===== src/hw/rtl/lfsd_pkg.sv =====
// ============================================================================
// LED frame stream decoder - shared definitions
// Types, status codes and fixed constants used by the decoder modules.
// ============================================================================
package lfsd_pkg;

    // Defaults for the top-level parameters
    localparam int MAX_FRAME_BYTES_DEF = 2048;
    localparam int QUEUE_DEPTH_DEF     = 4;

    // Fixed limits and formats
    localparam int MAX_FRAMES    = 16;
    localparam int FRAMES_W      = 5;
    localparam int HEADER_BYTES  = 2;
    localparam int RECORD_LAST   = 4;   // offset of the fifth byte in a record

    localparam logic [15:0]         MAX_LEDS_RESET   = 16'd409;
    localparam logic [FRAMES_W-1:0] FRAMES_EXP_RESET = 5'd1;
    localparam logic [15:0]         TOTAL_SAT        = 16'hFFFF;

    // Result kinds
    localparam logic KIND_RECORD = 1'b0;
    localparam logic KIND_STATUS = 1'b1;

    // Register indexes on the configuration port
    localparam logic REG_MAX_LEDS   = 1'b0;
    localparam logic REG_FRAMES_EXP = 1'b1;

    typedef enum logic [2:0] {
        ST_OK           = 3'd0,
        ST_TOO_LONG     = 3'd1,
        ST_TOO_MANY     = 3'd2,
        ST_MID_FRAME    = 3'd3,
        ST_FRAME_COUNT  = 3'd4,
        ST_UNCONFIGURED = 3'd5
    } status_code_t;

    // One queue entry: the results caused by one input byte
    typedef struct packed {
        logic          has_rec;
        logic          has_stat;
        logic [15:0]   led_id;
        logic [23:0]   led_color;
        status_code_t  code;
        logic [15:0]   total;
    } lfsd_entry_t;

endpackage


===== src/hw/rtl/lfsd_front.sv =====
// ============================================================================
// LED frame stream decoder - front end
// Parses each accepted byte, tracks frame/record state and latches errors.
// ============================================================================
module lfsd_front #(
    parameter int MAX_FRAME_BYTES = lfsd_pkg::MAX_FRAME_BYTES_DEF
) (
    input  logic                          clk,
    input  logic                          rst_n,
    input  logic                          accept,
    input  logic [7:0]                    data_byte,
    input  logic                          last_byte,
    input  logic [15:0]                   max_leds,
    input  logic [lfsd_pkg::FRAMES_W-1:0] frames_expected,
    output logic                          q_push,
    output lfsd_pkg::lfsd_entry_t         q_entry
);
    import lfsd_pkg::*;

    localparam int POS_W = $clog2(MAX_FRAME_BYTES);
    localparam int LEN_W = POS_W + 1;

    logic [POS_W-1:0]    pos_reg, pos_next;
    logic [7:0]          hi_reg, hi_next;
    logic [LEN_W-1:0]    len_reg, len_next;
    logic [2:0]          idx_reg, idx_next;
    logic [31:0]         rec_reg, rec_next;
    logic [FRAMES_W-1:0] seen_reg, seen_next;
    status_code_t        err_reg, err_next;
    logic [15:0]         total_reg, total_next;

    logic [FRAMES_W-1:0] eff_frames;
    logic [15:0]         hdr_cnt;
    logic [18:0]         hdr_len;
    logic [LEN_W-1:0]    pos_inc;
    logic                rec_valid;
    status_code_t        code;

    assign eff_frames = (int'(frames_expected) > MAX_FRAMES) ?
                        FRAMES_W'(MAX_FRAMES) : frames_expected;
    assign hdr_cnt = {hi_reg, data_byte};
    // 2 + 5 * count
    assign hdr_len = 19'(HEADER_BYTES) + {1'b0, hdr_cnt, 2'b00} + {3'b000, hdr_cnt};
    assign pos_inc = {1'b0, pos_reg} + LEN_W'(1);

    always_comb
    begin
        pos_next   = pos_reg;
        hi_next    = hi_reg;
        len_next   = len_reg;
        idx_next   = idx_reg;
        rec_next   = rec_reg;
        seen_next  = seen_reg;
        total_next = total_reg;
        err_next   = err_reg;
        rec_valid  = 1'b0;

        if (err_next == ST_OK && max_leds == 16'd0)
            err_next = ST_UNCONFIGURED;

        if (err_next == ST_OK)
        begin
            if (pos_reg == POS_W'(0))
            begin
                if (seen_reg >= eff_frames)
                    err_next = ST_FRAME_COUNT;
                else
                begin
                    hi_next  = data_byte;
                    pos_next = POS_W'(1);
                end
            end
            else if (pos_reg == POS_W'(1))
            begin
                if (hdr_len > 19'(MAX_FRAME_BYTES))
                    err_next = ST_TOO_LONG;
                else if (hdr_cnt > max_leds)
                    err_next = ST_TOO_MANY;
                else if (hdr_cnt == 16'd0)
                begin
                    seen_next = seen_reg + FRAMES_W'(1);
                    pos_next  = POS_W'(0);
                end
                else
                begin
                    pos_next = POS_W'(HEADER_BYTES);
                    idx_next = 3'd0;
                    rec_next = 32'd0;
                    len_next = hdr_len[LEN_W-1:0];
                end
            end
            else
            begin
                if (idx_reg < 3'(RECORD_LAST))
                begin
                    rec_next = {rec_reg[23:0], data_byte};
                    idx_next = idx_reg + 3'd1;
                end
                else
                begin
                    rec_valid = 1'b1;
                    if (total_reg != TOTAL_SAT)
                        total_next = total_reg + 16'd1;
                    idx_next = 3'd0;
                    rec_next = 32'd0;
                end
                if (pos_inc >= len_reg)
                begin
                    seen_next = seen_reg + FRAMES_W'(1);
                    pos_next  = POS_W'(0);
                    idx_next  = 3'd0;
                end
                else
                    pos_next = pos_inc[POS_W-1:0];
            end
        end

        // End-of-stream verdict, taken on the updated state
        if (err_next != ST_OK)
            code = err_next;
        else if (pos_next != POS_W'(0))
            code = ST_MID_FRAME;
        else if (seen_next != eff_frames)
            code = ST_FRAME_COUNT;
        else
            code = ST_OK;
    end

    assign q_push             = accept && (rec_valid || last_byte);
    assign q_entry.has_rec    = rec_valid;
    assign q_entry.has_stat   = last_byte;
    assign q_entry.led_id     = rec_reg[31:16];
    assign q_entry.led_color  = {rec_reg[15:0], data_byte};
    assign q_entry.code       = code;
    assign q_entry.total      = total_next;

    always_ff @(posedge clk or negedge rst_n)
    begin
        if (!rst_n)
        begin
            pos_reg   <= '0;
            hi_reg    <= '0;
            len_reg   <= '0;
            idx_reg   <= '0;
            rec_reg   <= '0;
            seen_reg  <= '0;
            err_reg   <= ST_OK;
            total_reg <= '0;
        end
        else if (accept)
        begin
            if (last_byte)
            begin
                pos_reg   <= '0;
                hi_reg    <= '0;
                len_reg   <= '0;
                idx_reg   <= '0;
                rec_reg   <= '0;
                seen_reg  <= '0;
                err_reg   <= ST_OK;
                total_reg <= '0;
            end
            else
            begin
                pos_reg   <= pos_next;
                hi_reg    <= hi_next;
                len_reg   <= len_next;
                idx_reg   <= idx_next;
                rec_reg   <= rec_next;
                seen_reg  <= seen_next;
                err_reg   <= err_next;
                total_reg <= total_next;
            end
        end
    end

    // A latched error only clears at the end of the stream
    a_err_sticky: assert property (@(posedge clk) disable iff (!rst_n)
        (err_reg != ST_OK && !(accept && last_byte)) |=> (err_reg == $past(err_reg)))
        else $error("error latch changed mid-stream");

    // Outside the record area no record byte may be pending
    a_idx_clear: assert property (@(posedge clk) disable iff (!rst_n)
        (pos_reg == POS_W'(0) || pos_reg == POS_W'(1)) |-> (idx_reg == 3'd0))
        else $error("record offset set outside record area");

endmodule


===== src/hw/rtl/lfsd_queue.sv =====
// ============================================================================
// LED frame stream decoder - entry queue
// Small register FIFO between the front end and the result stage.
// ============================================================================
module lfsd_queue #(
    parameter int DEPTH = lfsd_pkg::QUEUE_DEPTH_DEF
) (
    input  logic                  clk,
    input  logic                  rst_n,
    input  logic                  push,
    input  lfsd_pkg::lfsd_entry_t wr_entry,
    output logic                  full,
    input  logic                  pop,
    output lfsd_pkg::lfsd_entry_t rd_entry,
    output logic                  empty
);
    import lfsd_pkg::*;

    localparam int AW = (DEPTH > 1) ? $clog2(DEPTH) : 1;
    localparam int CW = $clog2(DEPTH + 1);

    lfsd_entry_t     mem_reg [DEPTH];
    logic [AW-1:0]   wr_ptr_reg, rd_ptr_reg;
    logic [CW-1:0]   count_reg;
    logic            do_push, do_pop;

    assign full     = (count_reg == CW'(DEPTH));
    assign empty    = (count_reg == CW'(0));
    assign do_push  = push && !full;
    assign do_pop   = pop && !empty;
    assign rd_entry = mem_reg[rd_ptr_reg];

    always_ff @(posedge clk)
    begin
        if (do_push)
            mem_reg[wr_ptr_reg] <= wr_entry;
    end

    always_ff @(posedge clk or negedge rst_n)
    begin
        if (!rst_n)
        begin
            wr_ptr_reg <= '0;
            rd_ptr_reg <= '0;
            count_reg  <= '0;
        end
        else
        begin
            if (do_push)
                wr_ptr_reg <= (wr_ptr_reg == AW'(DEPTH - 1)) ? AW'(0) : wr_ptr_reg + AW'(1);
            if (do_pop)
                rd_ptr_reg <= (rd_ptr_reg == AW'(DEPTH - 1)) ? AW'(0) : rd_ptr_reg + AW'(1);
            if (do_push && !do_pop)
                count_reg <= count_reg + CW'(1);
            else if (do_pop && !do_push)
                count_reg <= count_reg - CW'(1);
        end
    end

endmodule


===== src/hw/rtl/lfsd_back.sv =====
// ============================================================================
// LED frame stream decoder - result stage
// Expands each queue entry into one or two results in an output register.
// ============================================================================
module lfsd_back (
    input  logic                  clk,
    input  logic                  rst_n,
    input  logic                  q_empty,
    input  lfsd_pkg::lfsd_entry_t q_entry,
    output logic                  q_pop,
    input  logic                  pop,
    output logic                  empty,
    output logic                  item_kind,
    output logic [15:0]           led_id,
    output logic [23:0]           led_color,
    output logic [2:0]            status_code,
    output logic [15:0]           led_total,
    output logic                  run_end
);
    import lfsd_pkg::*;

    logic          out_valid_reg;
    logic          kind_reg;
    logic [15:0]   id_reg;
    logic [23:0]   color_reg;
    status_code_t  code_reg;
    logic [15:0]   total_reg;
    logic          end_reg;
    // status still owed after a record
    logic          pend_reg;
    status_code_t  pend_code_reg;
    logic [15:0]   pend_total_reg;
    logic          load;

    assign load  = !out_valid_reg || pop;
    assign q_pop = load && !pend_reg && !q_empty;

    assign empty       = !out_valid_reg;
    assign item_kind   = kind_reg;
    assign led_id      = id_reg;
    assign led_color   = color_reg;
    assign status_code = code_reg;
    assign led_total   = total_reg;
    assign run_end     = end_reg;

    always_ff @(posedge clk or negedge rst_n)
    begin
        if (!rst_n)
        begin
            out_valid_reg  <= 1'b0;
            pend_reg       <= 1'b0;
            kind_reg       <= KIND_RECORD;
            id_reg         <= '0;
            color_reg      <= '0;
            code_reg       <= ST_OK;
            total_reg      <= '0;
            end_reg        <= 1'b0;
            pend_code_reg  <= ST_OK;
            pend_total_reg <= '0;
        end
        else if (load)
        begin
            if (pend_reg)
            begin
                out_valid_reg <= 1'b1;
                pend_reg      <= 1'b0;
                kind_reg      <= KIND_STATUS;
                id_reg        <= '0;
                color_reg     <= '0;
                code_reg      <= pend_code_reg;
                total_reg     <= pend_total_reg;
                end_reg       <= 1'b1;
            end
            else if (!q_empty)
            begin
                out_valid_reg <= 1'b1;
                total_reg     <= q_entry.total;
                if (q_entry.has_rec)
                begin
                    kind_reg       <= KIND_RECORD;
                    id_reg         <= q_entry.led_id;
                    color_reg      <= q_entry.led_color;
                    code_reg       <= ST_OK;
                    end_reg        <= !q_entry.has_stat;
                    pend_reg       <= q_entry.has_stat;
                    pend_code_reg  <= q_entry.code;
                    pend_total_reg <= q_entry.total;
                end
                else
                begin
                    kind_reg  <= KIND_STATUS;
                    id_reg    <= '0;
                    color_reg <= '0;
                    code_reg  <= q_entry.code;
                    end_reg   <= 1'b1;
                end
            end
            else
                out_valid_reg <= 1'b0;
        end
    end

    a_pend_behind_rec: assert property (@(posedge clk) disable iff (!rst_n)
        pend_reg |-> (out_valid_reg && kind_reg == KIND_RECORD))
        else $error("pending status without a record in front");

    a_rec_then_stat: assert property (@(posedge clk) disable iff (!rst_n)
        (out_valid_reg && kind_reg == KIND_RECORD && !end_reg) |-> pend_reg)
        else $error("record marked not last but no status pending");

endmodule


===== src/hw/rtl/led_frame_stream_decoder_top.sv =====
// ============================================================================
// LED frame stream decoder - top level
// Decodes concatenated LED frames into records and an end-of-stream status.
// ============================================================================
//
//  Channel   Direction  Handshake                      Payload
//  -------   ---------  -----------------------------  ------------------------
//  input     in         push / full                    data_byte, last_byte
//  results   out        empty / pop                    item_kind, led_id,
//                                                      led_color, status_code,
//                                                      led_total, run_end
//  config    in         APB psel/penable/pwrite/pready paddr, pwdata, prdata
//
//  One byte is taken per cycle while full is low; its state update is done in
//  the cycle it is accepted. Results leave at one per cycle from a registered
//  output while the consumer pops; a byte that ends a record and the stream
//  gives two results. full rises only when the entry queue between parser and
//  result stage is full, i.e. when the consumer stalls for long enough. Reset
//  clears the stream state and the queue and loads max_leds = 409 and
//  frames_expected = 1. The stream state also clears after every last byte.
//
module led_frame_stream_decoder_top #(
    parameter int MAX_FRAME_BYTES = lfsd_pkg::MAX_FRAME_BYTES_DEF,
    parameter int QUEUE_DEPTH     = lfsd_pkg::QUEUE_DEPTH_DEF
) (
    input  logic        clk,
    input  logic        rst_n,
    // byte input
    input  logic        push,
    output logic        full,
    input  logic [7:0]  data_byte,
    input  logic        last_byte,
    // results
    output logic        empty,
    input  logic        pop,
    output logic        item_kind,
    output logic [15:0] led_id,
    output logic [23:0] led_color,
    output logic [2:0]  status_code,
    output logic [15:0] led_total,
    output logic        run_end,
    // configuration
    input  logic        psel,
    input  logic        penable,
    input  logic        pwrite,
    input  logic [2:0]  paddr,
    input  logic [31:0] pwdata,
    output logic [31:0] prdata,
    output logic        pready
);
    import lfsd_pkg::*;

    logic [15:0]         max_leds_reg;
    logic [FRAMES_W-1:0] frames_exp_reg;
    logic                cfg_wr;
    logic                accept;
    logic                q_push, q_pop, q_empty;
    lfsd_entry_t         q_wr_entry, q_rd_entry;

    // Registers sit at 4-byte spacing, so paddr[2] picks the register
    assign pready = 1'b1;
    assign cfg_wr = psel && penable && pwrite && pready;
    assign prdata = (paddr[2] == REG_MAX_LEDS) ? {16'd0, max_leds_reg}
                                                : {{(32-FRAMES_W){1'b0}}, frames_exp_reg};

    always_ff @(posedge clk or negedge rst_n)
    begin
        if (!rst_n)
        begin
            max_leds_reg   <= MAX_LEDS_RESET;
            frames_exp_reg <= FRAMES_EXP_RESET;
        end
        else if (cfg_wr)
        begin
            if (paddr[2] == REG_MAX_LEDS)
                max_leds_reg <= pwdata[15:0];
            else
                frames_exp_reg <= pwdata[FRAMES_W-1:0];
        end
    end

    // Input transaction: push while the queue has room
    assign accept = push && !full;

    lfsd_front #(
        .MAX_FRAME_BYTES (MAX_FRAME_BYTES)
    ) u_front (
        .clk             (clk),
        .rst_n           (rst_n),
        .accept          (accept),
        .data_byte       (data_byte),
        .last_byte       (last_byte),
        .max_leds        (max_leds_reg),
        .frames_expected (frames_exp_reg),
        .q_push          (q_push),
        .q_entry         (q_wr_entry)
    );

    lfsd_queue #(
        .DEPTH (QUEUE_DEPTH)
    ) u_queue (
        .clk      (clk),
        .rst_n    (rst_n),
        .push     (q_push),
        .wr_entry (q_wr_entry),
        .full     (full),
        .pop      (q_pop),
        .rd_entry (q_rd_entry),
        .empty    (q_empty)
    );

    lfsd_back u_back (
        .clk         (clk),
        .rst_n       (rst_n),
        .q_empty     (q_empty),
        .q_entry     (q_rd_entry),
        .q_pop       (q_pop),
        .pop         (pop),
        .empty       (empty),
        .item_kind   (item_kind),
        .led_id      (led_id),
        .led_color   (led_color),
        .status_code (status_code),
        .led_total   (led_total),
        .run_end     (run_end)
    );

endmodule

===== config.mk =====
export PLATFORM = sky130hd
export DESIGN_NAME = led_frame_stream_decoder_top
export DESIGN_NICKNAME = d
export VERILOG_FILES = /design/src/hw/rtl/lfsd_pkg.sv /design/src/hw/rtl/lfsd_front.sv /design/src/hw/rtl/lfsd_queue.sv /design/src/hw/rtl/lfsd_back.sv /design/src/hw/rtl/led_frame_stream_decoder_top.sv
export SDC_FILE = /design/constraint.sdc
export NUM_CORES = 1
export LEC_CHECK = 0
export ABC_CLOCK_PERIOD_IN_PS = 6350
export BUFFER_PORTS_ARGS = -buffer_cell sky130_fd_sc_hd__buf_2
export CORE_ASPECT_RATIO = 1.1
export CORE_MARGIN = 5
export CORE_UTILIZATION = 55
export DETAILED_ROUTE_END_ITERATION = 8
export PLACE_DENSITY_LB_ADDON = 0.08
export SLEW_MARGIN = 20
export SYNTH_ARGS = -nofsm -noshare
export SYNTH_HDL_FRONTEND = slang
export SYNTH_SLANG_ARGS = --single-unit
export TNS_END_PERCENT = 20

===== constraint.sdc =====
create_clock -name clk -period 6.35 [get_ports clk]
set_clock_uncertainty 0.15 [all_clocks]
set_input_delay 1.27 -clock clk [delete_from_list [all_inputs] [get_ports clk]]
set_output_delay 1.27 -clock clk [all_outputs]
set_load 0.02 [all_outputs]

==> reports/qor.yml <==
drc: 0
worstMarginPinSlew_ps: 974
fin_crit_sh_pct: 77.1
endpoint_kind: "register"
start_util_pct: 55.3
finalMaxSlewViolations: 0
synthTopCellsByArea: "edfxtp_1 36%, dfrtp_1 24%, mux4_2 6.7%, ha_1 3.6%, mux2i_1 2.7%"
setup_viol_count_final: 0
clock_path_buffers: 3
yosysWarnings: 0
vdd_drop_max_mv: 0.333
antenna_found_initial: 1
power_density_nw_per_um2: 456
seqPwrFrac_pct: 40.4
crit_type: "in2reg"
p_sw_mw: 3.61
wire_per_inst_um: 20.2
clock_sinks: 444
dr_total_vias: 12500
syn_area_um2: 20400
synth_flop_cell: "edfxtp_1"
cp-start-kind: "input port"
yosysTopAreaCellShare_pct: 35.8
via_per_inst: 5.80
finalHoldViolations: 0
antenna_cells: 0
worstPathArrival_ps: 5200
ios: 147
netlist_top_cells_count: "244 x edfxtp_1, 194 x dfrtp_1, 129 x nand2_1, 93 x inv_1, 87 x o21ai_0"
dieWidth_um: 194
numCtsBuffers: 44
pwr-share-clk_pct: 24.9
grt_start_max_net_pins: 103
relSlewSlack_pct: 35.1
io_buffers: 111
overflow: 0
grt_pass1_vias: 12900
worstSkewPairLatency_ps: 570
wl_um: 43500
cp_max_fo: 12
grt_pass1_wl_um: 71300
fp.dieH_um: 212
area_growth_pct: 11.9
yosysMostFrequentCell: "edfxtp_1"
fin_crit_ps: 4900
post-cts-setup-buffers: 0
synthCells: 1527
ant_nets: 0
rsz0062_at_grt: "no"
avgSynthCellArea_um2: 13.4
async_flop_share_pct: 45.0
max-cap-violations: 0
finalInstanceArea_um2: 22900
fmax_ghz: 0.204
p_total_mw: 10.4
synth.distinct_cells: 89
core_area_um2: 36900
hp-class: "reg2reg"
cts_resized: 0
p_leak_nw: 9.35
clock-root-buffer: "clkbuf_16"
fin_tns_setup_ps: 0
swShare_pct: 34.6
cts_hold_buf: 0
drt_iter0_drc: 754
die_area_um2: 41100
firstDrtPassIters: 5
cts_tree: "built"
place_hpwl_um: 27300
synth_edf_count: 244
gr-usage-all-layers_pct: 21.6
gp_congestion: 0.875
final_nets: 1739
largest_reg_flops: 244
synth-seq-cells: 444
status: "complete, no violations"
path_clk_slew_ps: 60
rows: 74
yosysSeqAreaShare_pct: 60.3
drive_gt1_share_pct: 20.5
synth_top_area_cell: "edfxtp_1"
hold_ws_ps: 320
intPower_mw: 6.82
cp.required_ps: 6650
placed_area_um2: 21400
comb_power_share_pct: 34.8
cts_max_level: 2
layout make-up:
class	instances	area (um^2)
fill	2851	14100
sequential	444	12300
multi-input combinational	912	7320
clock buffer	62	1220
timing repair buffer	131	793
tap	494	618
inverter	94	353
clock inverter	20	230
critical path: stages:
cell and delay, ps:
buf_2 230, inv_1 200, fa_1 490, nor2b_1 240, o2111a_1 270, nor3_1 80, nor4_1 350, a311oi_1 160
a211oi_2 340, nand3_1 220, nor2_1 280, a21oi_1 130, nor2_2 520, mux2_2 400
per-layer routing:
metal	track usage, %	share of wire, %	vias to the layer above
met1	29.8	45	6295
met2	36.5	48	281
met4	5.63	2.2	2
met3	3.61	4.4	72
li1	-	-	5852
met5	0	0.030	-
stage by stage:
stage               util (%)  cells  setup WS [ps]
floorplan                  -   1542           1800
global placement        58.0   2075            965
CTS                     61.9   2157           1550
detailed placement      58.0   2075            966
global route            61.9   2157           1130
finish                  61.9   2157           1450
cells in the final DEF, fill, tap and decap left out, drive strengths merged, types with 5 or more instances in the layout:
cell | Yosys | routed
nor2 | 61 | 61
clkbuf | 50 | 63
and2 | 10 | 10
nor4 | 16 | 16
a22o | 52 | 52
mux4 | 61 | 61
or3 | 6 | 6
xnor2 | 17 | 17
o21ai | 90 | 90
nand4 | 17 | 17
buf | 41 | 130
mux2i | 56 | 56
o211ai | 7 | 7
conb | 2 | 17
nor2b | 12 | 12
nor3b | 5 | 5
nand2 | 130 | 130
nand3 | 23 | 23
a211o | 6 | 6
a21oi | 53 | 53
inv | 93 | 95
xor2 | 17 | 17
o22ai | 10 | 10
and3 | 20 | 20
ha | 59 | 59
a21o | 20 | 20
nor3 | 19 | 19
clkinv | 1 | 14
dfstp | 6 | 6
mux2 | 53 | 53
dfrtp | 194 | 194
edfxtp | 244 | 244
o21a | 6 | 6
logic make-up (layout without fill, tap and decap cells):
| logic type | after synthesis | after routing | share of synthesized area, % |
|---|---|---|---|
| AOI/OAI and AO/OA | 290 | 290 | 9.50 |
| xor gates and xnor gates | 34 | 34 | 1.46 |
| adders and majority gates | 61 | 61 | 3.81 |
| buffers and inverters | 186 | 307 | 4.31 |
| DFF | 444 | 444 | 60.3 |
| muxes | 170 | 170 | 12.4 |
| other | 2 | 17 | 0.0367 |
| and+or+nand+nor | 340 | 340 | 8.16 |
power by group through the flow:
stage	clock network (mW)	logic, mW	registers [mW]
floorplan	0	2.52	4.32
global placement	0	3.60	4.24
detailed placement	0	3.65	4.27
CTS	2.65	3.67	4.22
global route	2.79	4.00	4.29
finish	2.59	3.63	4.21
path summary, 6_finish.rpt:
check | from | endpoint | slack [ps] | cells after the start
worst max-delay path | data_byte[0] | u_front.len_reg[0] | 1450 | 14
worst min-delay path | u_back.led_total[4] | u_back.led_total[4] | 320 | 2
worst max register to register | u_front.pos_reg[0] | u_queue.mem_reg[1][18] | 1580 | 16
worst min register to register | u_back.led_total[4] | u_back.led_total[4] | 320 | 2
max in group asynchronous | rst_n | u_queue.rd_ptr_reg[0] | 4350 | 2
min in group asynchronous | rst_n | u_back.led_color[22] | 570 | 1
Note: power is estimated with default switching activity, not from simulation.
